==> config.mk <==
export PLATFORM = sky130hd
export DESIGN_NAME = ppi_keyboard_matrix_scanner
export DESIGN_NICKNAME = d
export VERILOG_FILES = /design/src/hw/rtl/ppikms_pkg.sv /design/src/hw/rtl/ppikms_key_matrix.sv /design/src/hw/rtl/ppikms_port_ctrl.sv /design/src/hw/rtl/ppi_keyboard_matrix_scanner.sv
export SDC_FILE = /design/constraint.sdc
export NUM_CORES = 1
export LEC_CHECK = 0
export BUFFER_PORTS_ARGS = -buffer_cell sky130_fd_sc_hd__buf_2
export CORE_AREA = 2 2 148 150
export DETAILED_ROUTE_END_ITERATION = 6
export DIE_AREA = 0 0 150 152
export PLACE_DENSITY = 0.5
export SETUP_SLACK_MARGIN = 0.5
export SYNTH_ARGS = -nofsm -noshare
export SYNTH_HDL_FRONTEND = slang
export SYNTH_SLANG_ARGS = --single-unit
==> constraint.sdc <==
create_clock -name clk -period 2.45 [get_ports clk]
set_clock_uncertainty 0.15 [all_clocks]
set_input_delay 0.6125 -clock clk [delete_from_list [all_inputs] [get_ports clk]]
set_output_delay 0.6125 -clock clk [all_outputs]
set_load 0.01 [all_outputs]
==> src/hw/rtl/ppikms_pkg.sv <==
`timescale 1ns / 1ps

package ppikms_pkg;

	// Number of 12-bit rows in the key matrix (1 to 7)
	localparam int KEY_ROWS  = 7;
	localparam int ROW_IDX_W = (KEY_ROWS > 1) ? $clog2(KEY_ROWS) : 1;
	localparam int ROW_W     = 12;

	// Item commands; the fourth code is unused and does nothing
	typedef enum logic [1:0] {
		CMD_KEY   = 2'd0,
		CMD_READ  = 2'd1,
		CMD_WRITE = 2'd2
	} cmd_t;

	// Port selects
	typedef enum logic [1:0] {
		PORT_A    = 2'd0,
		PORT_B    = 2'd1,
		PORT_C    = 2'd2,
		PORT_CTRL = 2'd3
	} port_t;

	// Port C row select that shows the joypads
	localparam logic [2:0] SEL_PADS = 3'd7;

	// Key event toward the matrix
	typedef struct packed {
		logic       en;
		logic [7:0] code;
	} key_evt_t;

	// Bus access toward the port block
	typedef struct packed {
		logic       rd;
		logic       wr;
		port_t      port;
		logic [7:0] data;
	} bus_op_t;

	// Scan code to matrix position: high nibble is row plus one, low nibble is column
	function automatic logic [7:0] key_pos(input logic [6:0] idx);
		logic [7:0] pos;
		case (idx)
			7'd1:  pos = 8'h10;
			7'd2:  pos = 8'h20;
			7'd3:  pos = 8'h30;
			7'd4:  pos = 8'h40;
			7'd5:  pos = 8'h50;
			7'd6:  pos = 8'h60;
			7'd7:  pos = 8'h70;
			7'd8:  pos = 8'h18;
			7'd9:  pos = 8'h28;
			7'd10: pos = 8'h38;
			7'd15: pos = 8'h11;
			7'd16: pos = 8'h21;
			7'd17: pos = 8'h31;
			7'd18: pos = 8'h41;
			7'd19: pos = 8'h51;
			7'd20: pos = 8'h61;
			7'd21: pos = 8'h71;
			7'd22: pos = 8'h17;
			7'd23: pos = 8'h27;
			7'd24: pos = 8'h37;
			7'd26: pos = 8'h66;
			7'd29: pos = 8'h12;
			7'd30: pos = 8'h22;
			7'd31: pos = 8'h32;
			7'd32: pos = 8'h42;
			7'd33: pos = 8'h52;
			7'd34: pos = 8'h62;
			7'd35: pos = 8'h72;
			7'd36: pos = 8'h16;
			7'd37: pos = 8'h26;
			7'd38: pos = 8'h36;
			7'd43: pos = 8'h13;
			7'd44: pos = 8'h23;
			7'd45: pos = 8'h33;
			7'd46: pos = 8'h43;
			7'd47: pos = 8'h53;
			7'd48: pos = 8'h63;
			7'd49: pos = 8'h73;
			7'd50: pos = 8'h15;
			7'd51: pos = 8'h25;
			7'd52: pos = 8'h35;
			default: pos = 8'h00;
		endcase
		return pos;
	endfunction

endpackage

==> src/hw/rtl/ppikms_key_matrix.sv <==
`timescale 1ns / 1ps

module ppikms_key_matrix import ppikms_pkg::*; (
	input  logic                 clk,
	input  logic                 arst_n,
	input  key_evt_t             evt,
	input  logic [2:0]           row_sel,
	output logic [ROW_W-1:0]     row_bits
);

	logic [ROW_W-1:0] rows_q [KEY_ROWS];
	logic [7:0]       pos;
	logic [3:0]       row_num;
	logic [3:0]       col;
	logic             hit;
	logic [ROW_W-1:0] mask;

	// Decode the scan code into a row and column
	always_comb begin
		pos     = key_pos(evt.code[6:0]);
		row_num = pos[7:4] - 4'd1;
		col     = pos[3:0];
		hit     = evt.en && (pos != 8'h00) && (row_num < 4'(KEY_ROWS))
			&& (col < 4'(ROW_W));
		mask    = ROW_W'(1) << col;
	end

	// Press or release one bit of the addressed row
	for (genvar r = 0; r < KEY_ROWS; r++) begin : g_row
		always_ff @(posedge clk or negedge arst_n) begin
			if (!arst_n) begin
				rows_q[r] <= '0;
			end else if (hit && (row_num == 4'(r))) begin
				if (evt.code[7]) begin
					rows_q[r] <= rows_q[r] & ~mask;
				end else begin
					rows_q[r] <= rows_q[r] | mask;
				end
			end
		end
	end

	// Show the selected row; rows beyond the matrix read as no keys pressed
	always_comb begin
		if (row_sel < 3'(KEY_ROWS)) begin
			row_bits = rows_q[row_sel[ROW_IDX_W-1:0]];
		end else begin
			row_bits = '0;
		end
	end

endmodule

==> src/hw/rtl/ppikms_port_ctrl.sv <==
`timescale 1ns / 1ps

module ppikms_port_ctrl import ppikms_pkg::*; (
	input  logic             clk,
	input  logic             arst_n,
	input  bus_op_t          op,
	input  logic [5:0]       pad_one,
	input  logic [5:0]       pad_two,
	input  logic [ROW_W-1:0] row_bits,
	output logic [2:0]       row_sel,
	output logic [7:0]       rd_data
);

	logic [7:0]       port_c_q;
	logic [ROW_W-1:0] row_inv;
	logic [7:0]       val;

	// Load port C whole, or set/reset one bit through the control port
	always_ff @(posedge clk or negedge arst_n) begin
		if (!arst_n) begin
			port_c_q <= '0;
		end else if (op.wr) begin
			if (op.port == PORT_C) begin
				port_c_q <= op.data;
			end else if (op.port == PORT_CTRL && !op.data[7]) begin
				port_c_q[op.data[3:1]] <= op.data[0];
			end
		end
	end

	assign row_sel = port_c_q[2:0];
	assign row_inv = ~row_bits;

	// Read mux: pressed keys and pad buttons read as zero
	always_comb begin
		case (op.port)
			PORT_A: begin
				if (row_sel == SEL_PADS) begin
					val = ~{pad_two[1:0], pad_one};
				end else begin
					val = row_inv[7:0];
				end
			end
			PORT_B: begin
				if (row_sel == SEL_PADS) begin
					val = {4'hF, ~pad_two[5:2]};
				end else begin
					val = {4'h0, row_inv[11:8]};
				end
			end
			PORT_C:  val = port_c_q;
			default: val = 8'hFF;
		endcase
		rd_data = op.rd ? val : 8'h00;
	end

endmodule

==> src/hw/rtl/ppi_keyboard_matrix_scanner.sv <==
`timescale 1ns / 1ps

// Keyboard matrix behind an 8255-style parallel port. Every transaction (key
// event, port read or port write) returns one read_data byte, zero for all but
// port reads. One transaction is taken per cycle while in_stall is low; its
// result passes through the input register, where the matrix and port C are
// updated and the read byte is formed, and then waits in the result register
// until the output side takes it.
// Reset clears the key matrix (no keys pressed) and port C.
module ppi_keyboard_matrix_scanner import ppikms_pkg::*; (
	input  logic       clk,
	input  logic       arst_n,
	input  logic       in_valid,
	output logic       in_stall,
	input  logic [1:0] command,
	input  logic [7:0] key_code,
	input  logic [1:0] port,
	input  logic [7:0] write_data,
	input  logic [5:0] pad_one,
	input  logic [5:0] pad_two,
	output logic       out_valid,
	input  logic       out_stall,
	output logic [7:0] read_data
);

	logic             valid_s1;
	logic [1:0]       command_s1;
	logic [7:0]       key_code_s1;
	logic [1:0]       port_s1;
	logic [7:0]       write_data_s1;
	logic [5:0]       pad_one_s1;
	logic [5:0]       pad_two_s1;
	logic             out_valid_q;
	logic [7:0]       read_data_q;
	logic             advance;
	logic             fire;
	key_evt_t         evt;
	bus_op_t          op;
	logic [2:0]       row_sel;
	logic [ROW_W-1:0] row_bits;
	logic [7:0]       rd_data;

	// Move the stage on when the result register is free or being drained
	assign advance  = !out_valid_q || !out_stall;
	assign in_stall = valid_s1 && !advance;
	assign fire     = valid_s1 && advance;

	// Input register
	always_ff @(posedge clk or negedge arst_n) begin
		if (!arst_n) begin
			valid_s1 <= 1'b0;
		end else if (!in_stall) begin
			valid_s1 <= in_valid;
		end
	end

	always_ff @(posedge clk) begin
		if (in_valid && !in_stall) begin
			command_s1    <= command;
			key_code_s1   <= key_code;
			port_s1       <= port;
			write_data_s1 <= write_data;
			pad_one_s1    <= pad_one;
			pad_two_s1    <= pad_two;
		end
	end

	// Decode the held transaction
	always_comb begin
		evt.en   = fire && (command_s1 == CMD_KEY);
		evt.code = key_code_s1;
		op.rd    = command_s1 == CMD_READ;
		op.wr    = fire && (command_s1 == CMD_WRITE);
		op.port  = port_t'(port_s1);
		op.data  = write_data_s1;
	end

	ppikms_key_matrix u_matrix (
		.clk      (clk),
		.arst_n   (arst_n),
		.evt      (evt),
		.row_sel  (row_sel),
		.row_bits (row_bits)
	);

	ppikms_port_ctrl u_port (
		.clk      (clk),
		.arst_n   (arst_n),
		.op       (op),
		.pad_one  (pad_one_s1),
		.pad_two  (pad_two_s1),
		.row_bits (row_bits),
		.row_sel  (row_sel),
		.rd_data  (rd_data)
	);

	// Result register
	always_ff @(posedge clk or negedge arst_n) begin
		if (!arst_n) begin
			out_valid_q <= 1'b0;
		end else if (advance) begin
			out_valid_q <= valid_s1;
		end
	end

	always_ff @(posedge clk) begin
		if (fire) begin
			read_data_q <= rd_data;
		end
	end

	assign out_valid = out_valid_q;
	assign read_data = read_data_q;

endmodule
Yosys cells after proc, flatten, opt, wreduce, memory -nomap -nowiden
Memory sizes are Yosys's and may differ from the RTL's. A register that Yosys moved wholly into a read port is not among the register bits.
Index checks and enable logic that the tools add are counted.
{ "classes": {"n_addsub": 1, "mul": 0, "n_div": 0, "n_lt_le_gt_ge": 6, "eq_ne": 12, "n_shift": 1, "muxes": 21, "n_bitwise": 19, "reduce_logical": 29} }
{ "ops": {"columns": ["operator", "count"], "rows": [
  ["2-to-1 mux 12 bit", 10],
  ["bitwise AND 12 bit", 7],
  ["OR 12 bit", 7],
  ["2-to-1 mux 8 bit", 5],
  ["binary-select mux 12 bit (select 3 bit)", 1],
  ["inverter 12 bit", 2],
  ["one-hot mux 8 bit (3 select lines)", 1],
  ["logical AND 1 bit", 17],
  ["equality test 4 x 3 -> 1 bit, second input constant", 3],
  ["<< shifter 1 x 4 -> 12 bit, first input constant", 1],
  ["bitwise mux 8 bit", 1],
  ["equality test 4 x 2 -> 1 bit, second input constant", 2],
  ["inverter 8 bit", 1],
  ["nonzero test 8 bit", 1],
  ["equality test 2 bit, second input constant", 3],
  ["2-to-1 mux 6 bit", 1],
  ["logical NOT 1 bit", 5],
  ["equality test 2 x 1 -> 1 bit, second input constant", 2],
  ["equality test 4 x 1 -> 1 bit, second input constant", 1],
  ["greater-or-equal comparator 4 bit, second input constant", 1],
  ["logical NOT 2 bit", 2],
  ["logical NOT 4 bit", 1],
  ["less-than comparator 3 x 4 -> 1 bit, second input constant", 1],
  ["less-than comparator 4 x 3 -> 1 bit, second input constant", 1],
  ["other kinds (12)", 12]
]} }
{ "totals": {"reg_bits": 134, "latch_bits": 0, "ram_bits": 0, "mem_bits_ro": 448, "inputBits": 36, "out_inout_bits": 10, "wordCells": 107, "n_memories": 1} }
{ "mem_list": {"columns": ["name", "words", "width", "rd", "rd_clocked_by_memory_dff", "write_ports", "line_no", "source"], "rows": [
  ["(no name shown)", 64, 7, 1, 1, 0, "ppikms_pkg.sv:45", "case (idx)"]
]} }

Logic depth before layout (Yosys ltp)
Gate-level depths: netlist (run 1).
{ "depth": {"depth_word": 8, "ltp_mapped": 9, "mapped_depth_nobuf": 9} }

By module
From an unflattened synthesis (run 1), not the netlist that was laid out.
{ "unflattened": {"hier_cells": 616, "area_unflattened_um2": 6726.5} }
{ "modules_own_cells": {"columns": ["mod", "instances", "cells_each", "area_per_inst_um2", "seq_area_each_um2"], "rows": [
  ["ppikms_key_matrix", 1, 439, 4564.4, 2102.0],
  ["ppi_keyboard_matrix_scanner", 1, 52, 1323.8, 1251.2],
  ["ppikms_port_ctrl", 1, 125, 838.3, 200.2]
]} }

Least setup slack after synthesis (run 1)
Ideal clock, no wire load.
{ "synth_timing": {"path_kind": "in2reg", "start": "in out_stall", "end": "reg with a tool-made name", "setup_ps": 127, "arrival_ps": 2521, "path_slack_ps": -348, "path_stages": 6, "n_path_buf": 0, "cell_sequence": "nand3_1 > nand2_2 > clkinv_1 > mux2_2 > a211oi_1 > a211oi_1"} }
{ "synth_lines": {"columns": ["item", "line_no", "source"], "rows": [
  ["from (decl)", "ppi_keyboard_matrix_scanner.sv:22", "input logic out_stall,"]
]} }

==> results of run 1 <==
## logic make-up after synthesis
logic type	Yosys count	share of synthesized area [%]
xor gates and xnor gates	2	0.241
DFF	141	50.7
adders and majority gates	7	1.20
muxes	40	9.03
and+or+nand+nor	132	9.79
AOI/OAI and AO/OA	280	25.0
buffers and inverters	73	4.02
## worst reg2reg max path: stages (launching register included)
cell and delay [ns]:
sky130_fd_sc_hd__dfrtp_1 0.39, sky130_fd_sc_hd__nand3_4 0.15, sky130_fd_sc_hd__nand2_8 0.11, sky130_fd_sc_hd__mux2_4 0.33, sky130_fd_sc_hd__buf_4 0.15, sky130_fd_sc_hd__ha_1 0.18
sky130_fd_sc_hd__a32o_1 0.22, sky130_fd_sc_hd__o32a_1 0.16, sky130_fd_sc_hd__o32ai_2 0.19
## final timing paths
path                                       to  slack [ns]  cells past startpoint
hold / removal               write_data_s1[5]        0.20                      1
min in group asynchronous           async pin        0.52                      2
max in group asynchronous  u_port.port_c_q[0]        0.95                      3
setup reg to reg                         flop        0.33                      8
hold reg to reg                          flop        0.33                      2
setup / recovery                         flop        0.33                      8
## what timing repair did
item,4_1_cts,5_1_grt
resized for setup,118,160
hold buffers,1,0
gates cloned,7,9
pin swaps,16,27
setup endpoints to repair,100,132
hold endpoints to repair,29,0
buffers inserted,23,14
## metal layers
metal / part of all wire (%) / global-route usage [%] / up-vias
met1: 42 / 25.9 / 3158
met3: 4.4 / 3.48 / 37
met5: 0 / 0 / -
met2: 51 / 32.6 / 175
li1: - / - / 2869
met4: 2.1 / 5.66 / 0
## power by group
part	switching [uW]	internal (uW)
Sequential	135	2570
Clock	1060	1500
Combinational	730	652
Total	1930	4720
## cell type report
type                       instances  area, sq um
timing repair buffer             161         1630
clock buffer                      19          433
clock inverter                    13          140
multi-input combinational        461         4260
inverter                          11         51.3
sequential                       141         3700
tap                              280          350
fill                            1930        10800
## through the flow
stage | hold WS [ns] | worst slack [ns] | std cells
after detailed placement | 0.323 | -0.0109 | 1000
after CTS | 0.192 | 0.307 | 1063
after global routing | 0.188 | 0.247 | 1086
after floorplan | 0.167 | 0.210 | 675
final | 0.204 | 0.331 | 1086
after global placement | 0.317 | 0.0189 | 1000
## layout by cell type, fill, tap and decap left out, drive strengths merged, types with 20 or more instances in the layout
cell type	netlist	routed
dfrtp	94	94
nor2	20	20
edfxtp	40	40
o21ai	108	108
buf	11	153
a21oi	30	30
o31ai	82	82
mux4	20	20
nand2	28	28
clkbuf	51	26
==> out/metrics.yaml, run 1 <==
critical_path:
  crit_path_top_delay_cell: "sky130_fd_sc_hd__dfrtp_1"
  endpoint_kind: "flop"
  worstSetupPathType: "reg2reg"
  startpoint: "valid_s1"
  worstSetupStartpointType: "flop"
  cp_cell_sequence: "nand3_4 > nand2_8 > mux2_4 > buf_4 > ha_1 > a32o_1 > o32a_1 > o32ai_2"
  cp_data_arrival_time_ns: 2.31
  worstPathRequired_ns: 2.64
  r2r_start: "valid_s1"
  slowest_delay_ns: 0.39
  peak_fanout_along_the_critical_path: 4
  critical-path-top-delay-family: "compound AO/OA/AOI/OAI gates"
  worst-path-buf-inv: 1
power:
  power_per_cell_area_mw_per_mm2: 629
  leakage_dissipation_uw: 0.00410
  total_power_uw: 6640
  ir_worst_vdd_mv: 0.485
run:
  cap_violations: 0
sta:
  final-hold-violation-count: 0
  finalSetupViolCount: 0
  period_needed_ns: 2.12
  setup_repair_after_global_routing_missed_its_margin: "yes"
  max_clock_freq_ghz: 0.472
  max_slew.worst_pin.slew_ns: 0.673
  timing.setup.tns_ns: 0
  max-slew-margin-rel_pct: 55.1
  final_max_slew_viol_count: 0
  final_period_util_pct: 86.5
logic_synthesis:
  post_synthesis_cells: 675
  yosys_most_used_dff: "sky130_fd_sc_hd__dfrtp_1"
  synth_top_cells_by_area: "sky130_fd_sc_hd__dfrtp_1, sky130_fd_sc_hd__edfxtp_1, sky130_fd_sc_hd__o31ai_1"
  yosysWarnings: 0
  mappedNetlistNets: 718
  flip_flop_and_latch_count_after_synthesis: 141
  synth_top_area_share_pct: 32.3
  avgSynthCellArea_sq_um: 10.8
  asyncSetResetFlopFracSynth_pct: 66.7
  yosys.cell_count.top_type: "sky130_fd_sc_hd__o21ai_0"
  synth_cell_type_count: 67
  seq_area_frac_synth_pct: 50.7
  synth_edf_count: 40
  netlist_area_sq_mm: 0.00728
  netlist.top_cell.by_area: "sky130_fd_sc_hd__dfrtp_1"
  synth_common_cells: "sky130_fd_sc_hd__o21ai_0, sky130_fd_sc_hd__dfrtp_1, sky130_fd_sc_hd__o31ai_1, sky130_fd_sc_hd__clkbuf_1, sky130_fd_sc_hd__edfxtp_1"
outcome:
  status: "finished, final reports clean"
cts:
  cts.sinks: 141
  cts.htree.levels: 4
  cts_tree: "built"
  clockRootBuffer: "sky130_fd_sc_hd__clkbuf_16"
  insertion_delay_ns: 0.43
  cts-buffers-inserted: 17
  worst_setup_hold_path_clk_slew_ns: 0.06
  ctsLongestPathBuffers: 2
place:
  placement.cell_area_sq_mm: 0.00830
  gp_congestion: 0.869
  hpwl_mm: 13.8
  io_buffer_count: 45
min_path:
  timing.hold.worst.class: "in2reg"
  hp-start: "write_data[5]"
floorplanning:
  die_area_sq_mm: 0.0228
  rows: 54
  initial_core_utilization_pct: 34.1
  dieHeight_microns: 152
  ios: 46
  core_area_sq_mm: 0.0214
  die_x_microns: 150
cells_and_area:
  layout-area-overhead-vs-synth_pct: 44.9
  final_area_sq_mm: 0.0106
  antenna_cells: 0
  layout-drive-gt1-share_pct: 48.0
  final_net_count: 836
  postLayoutCoreUtil_pct: 49.4
route:
  dr_total_vias: 6239
  post-route-drc-count: 0
  detail_route.first_pass.iterations: 5
  post_drt_wl_per_cell_microns: 21.7
  drt-initial-drc-count: 411
  detail-route-antenna-nets: 0
  avgViaCountPerCell: 5.74
  routed_wl_mm: 23.6
global_route:
  number_of_antenna_violations_at_the_first_check_in_global_routing: 0
  number_of_global_route_vias_before_repair: 5925
  grt_first_pass_wirelength_mm: 34.0
  gr-usage-all-layers_pct: 19.5
  grt.overflow.total: 0
  pin_count_of_the_biggest_net_entering_global_routing: 85
No activity file was read; power rests on OpenSTA's default activity.
==> inputs of run 2 (changes only) <==
--- a/config.mk
+++ b/config.mk
@@ -10,6 +10,7 @@
 export DETAILED_ROUTE_END_ITERATION = 6
 export DIE_AREA = 0 0 150 152
 export PLACE_DENSITY = 0.5
+export REMOVE_ABC_BUFFERS = 1
 export SETUP_SLACK_MARGIN = 0.5
 export SYNTH_ARGS = -nofsm -noshare
 export SYNTH_HDL_FRONTEND = slang
==> run 2 against run 1 <==
- clock-buffer cell count increased by 2
- flip-flop and latch count unchanged
- setup slack got worse by 0.031 ns
- routed wire length decreased by 7.8%
- final area decreased by 6.4%
- critical path depth increased by 2
- sequential share of layout area increased by 2.4 points
==> out/metrics.yaml, run 2 (same netlist as run 1, synthesis figures left out) <==
global_route:
  pin_count_of_the_biggest_net_entering_global_routing: 95  # +12%
  number_of_global_route_vias_before_repair: 5987  # +1.0%
  grt_first_pass_wirelength_mm: 34.2  # +0.59%
  number_of_antenna_violations_at_the_first_check_in_global_routing: 0  # unchanged
  grt.overflow.total: 0  # unchanged
  gr-usage-all-layers_pct: 19.7  # +0.17 points
critical_path:
  worstSetupPathType: "reg2reg"
  worstSetupStartpointType: "flop"
  cp_cell_sequence: "nand3_2 > nand2_4 > mux2_4 > inv_4 > buf_6 > ha_4 > a221oi_2 > mux2i_1 > o21ai_1 > o22ai_1"
  crit_path_top_delay_cell: "sky130_fd_sc_hd__dfrtp_1"
  peak_fanout_along_the_critical_path: 5  # +1
  cp_data_arrival_time_ns: 2.31  # about the same
  endpoint_kind: "flop"
  slowest_delay_ns: 0.37  # -0.02 ns
  worstPathRequired_ns: 2.61  # -0.03 ns
min_path:
  timing.hold.worst.class: "in2async"
sta:
  finalSetupViolCount: 0  # unchanged
  final_period_util_pct: 87.8  # +1.3 points
  final_max_slew_viol_count: 0  # unchanged
  final-hold-violation-count: 0  # unchanged
  period_needed_ns: 2.15  # +0.0312 ns
  max-slew-margin-rel_pct: 57.8  # +2.7 points
  max_clock_freq_ghz: 0.465  # -1.5%
  setup_repair_after_global_routing_missed_its_margin: "yes"
  max_slew.worst_pin.slew_ns: 0.628  # -0.0450 ns
cells_and_area:
  layout-drive-gt1-share_pct: 39.5  # -8.5 points
  final_cell_count_no_fill: 1083  # -0.28%
  final_area_sq_mm: 0.00988  # -6.4%
  most-common-layout-cells: "sky130_fd_sc_hd__dfrtp_1, sky130_fd_sc_hd__o31ai_1, sky130_fd_sc_hd__buf_4"
  antenna_cells: 0  # unchanged
  final_net_count: 833  # -0.36%
  layout-area-overhead-vs-synth_pct: 35.6
  layout.cells.most_common: "sky130_fd_sc_hd__dfrtp_1"
route:
  post_route_met1_wirelength_mm: 9.65  # -3.7%
  dr_total_vias: 6008  # -3.7%
  route.met3.wl_microns: 801  # -23%
  detail-route-antenna-nets: 0  # unchanged
  avgViaCountPerCell: 5.55  # -3.4%
  post-route-drc-count: 0  # unchanged
  routed-wl-met2_mm: 10.9  # -9.6%
  post_drt_wl_per_cell_microns: 20.1  # -7.6%
  routed_wl_mm: 21.8  # -7.8%
  drt-initial-drc-count: 481  # +17%
  route.top_layer_used: "met4"
  detail_route.first_pass.iterations: 7  # +2
cts:
  ctsLongestPathBuffers: 2  # unchanged
  worst_setup_hold_path_clk_slew_ns: 0.06  # about the same
  clockRootBuffer: "sky130_fd_sc_hd__clkbuf_16"
  cts.htree.levels: 4  # unchanged
  cts.sinks: 141  # unchanged
  holdBufCountCts: 0  # -1
  insertion_delay_ns: 0.43  # about the same
  cts_tree: "built"
  cts-buffers-inserted: 17  # unchanged
floorplanning:
  dieHeight_microns: 152  # unchanged
  rows: 54  # unchanged
  core_area_sq_mm: 0.0214  # unchanged
  initial_core_utilization_pct: 34.1  # unchanged
  die_x_microns: 150  # unchanged
  ios: 46  # unchanged
  die_area_sq_mm: 0.0228  # unchanged
run:
  cap_violations: 0  # unchanged
place:
  hpwl_mm: 13.4  # -2.9%
  io_buffer_count: 45  # unchanged
  gp_congestion: 0.866  # -0.35%
  placement.cell_area_sq_mm: 0.00820  # -1.2%
  placed_cells: 1008  # +0.80%
power:
  power_per_cell_area_mw_per_mm2: 677  # +7.6%
  ir_worst_vdd_mv: 0.384  # -21%
  leakage_dissipation_uw: 0.00391  # -4.6%
outcome:
  status: "finished, final reports clean"
run 2: path summary, 6_finish.rpt:
path                                from            endpoint  slack [ns]  depth (start not counted)
max                            out_valid                flop        0.30                         10
min                               arst_n           async pin        0.07                          2
max reg2reg                    out_valid                flop        0.30                         10
min reg2reg                         flop                flop        0.34                          2
max in group asynchronous         arst_n  u_port.port_c_q[0]        1.62                          2
min in group clk           write_data[5]    write_data_s1[5]        0.20                          1
run 2: repair_timing:
| action | in CTS | in global routing |
|---|---|---|
| resized for setup | 152 | 81 |
| pin swaps | 31 | 22 |
| buffers inserted | 25 | 11 |
| endpoints found under the setup margin | 102 | 105 |
| cloned | 6 | 1 |
run 2: area by class of cell:
cell class,instances,area [sq um]
multi-input cells,461,3810
clock buffers,21,460
fillers,1997,11500
clock inverters,11,141
flip-flops and latches,141,3690
well taps,280,350
inverters,11,47.5
repair buffers,158,1370
run 2: layer usage:
metal / track usage, % / vias to the layer above
met2: 32.3 / 126
li1: - / 2859
met1: 25.7 / 2997
met5: 0 / -
met3: 4.98 / 26
met4: 5.62 / 0
run 2: critical path, delay by kind of cell, from the launching register on:
| kind | cells | cell delay (ns) |
|---|---|---|
| compound gates | 3 | 0.48 |
| fa+ha+maj | 1 | 0.20 |
| simple gates | 2 | 0.22 |
| buf+inv | 2 | 0.16 |
| mux | 2 | 0.44 |
| flops | 1 | 0.37 |
run 2: metrics by stage:
stage | TNS (ns) | hold slack, ns | worst slack (ns) | utilization, % | power [uW]
after floorplan | -8.73 | 0.167 | -0.576 | - | 3220
after global placement | -0.177 | 0.333 | -0.106 | 38.4 | 3700
after detailed placement | -0.251 | 0.342 | -0.116 | 38.4 | 3700
after CTS | 0 | 0.111 | 0.312 | 44.9 | 6650
after global routing | 0 | 0.103 | 0.196 | 46.3 | 6970
final | 0 | 0.0731 | 0.300 | 46.3 | 6690
run 2: report_power, final:
group	internal, uW	switching, uW
Clock	1650	1010
Sequential	2570	126
Combinational	625	705
Total	4840	1850
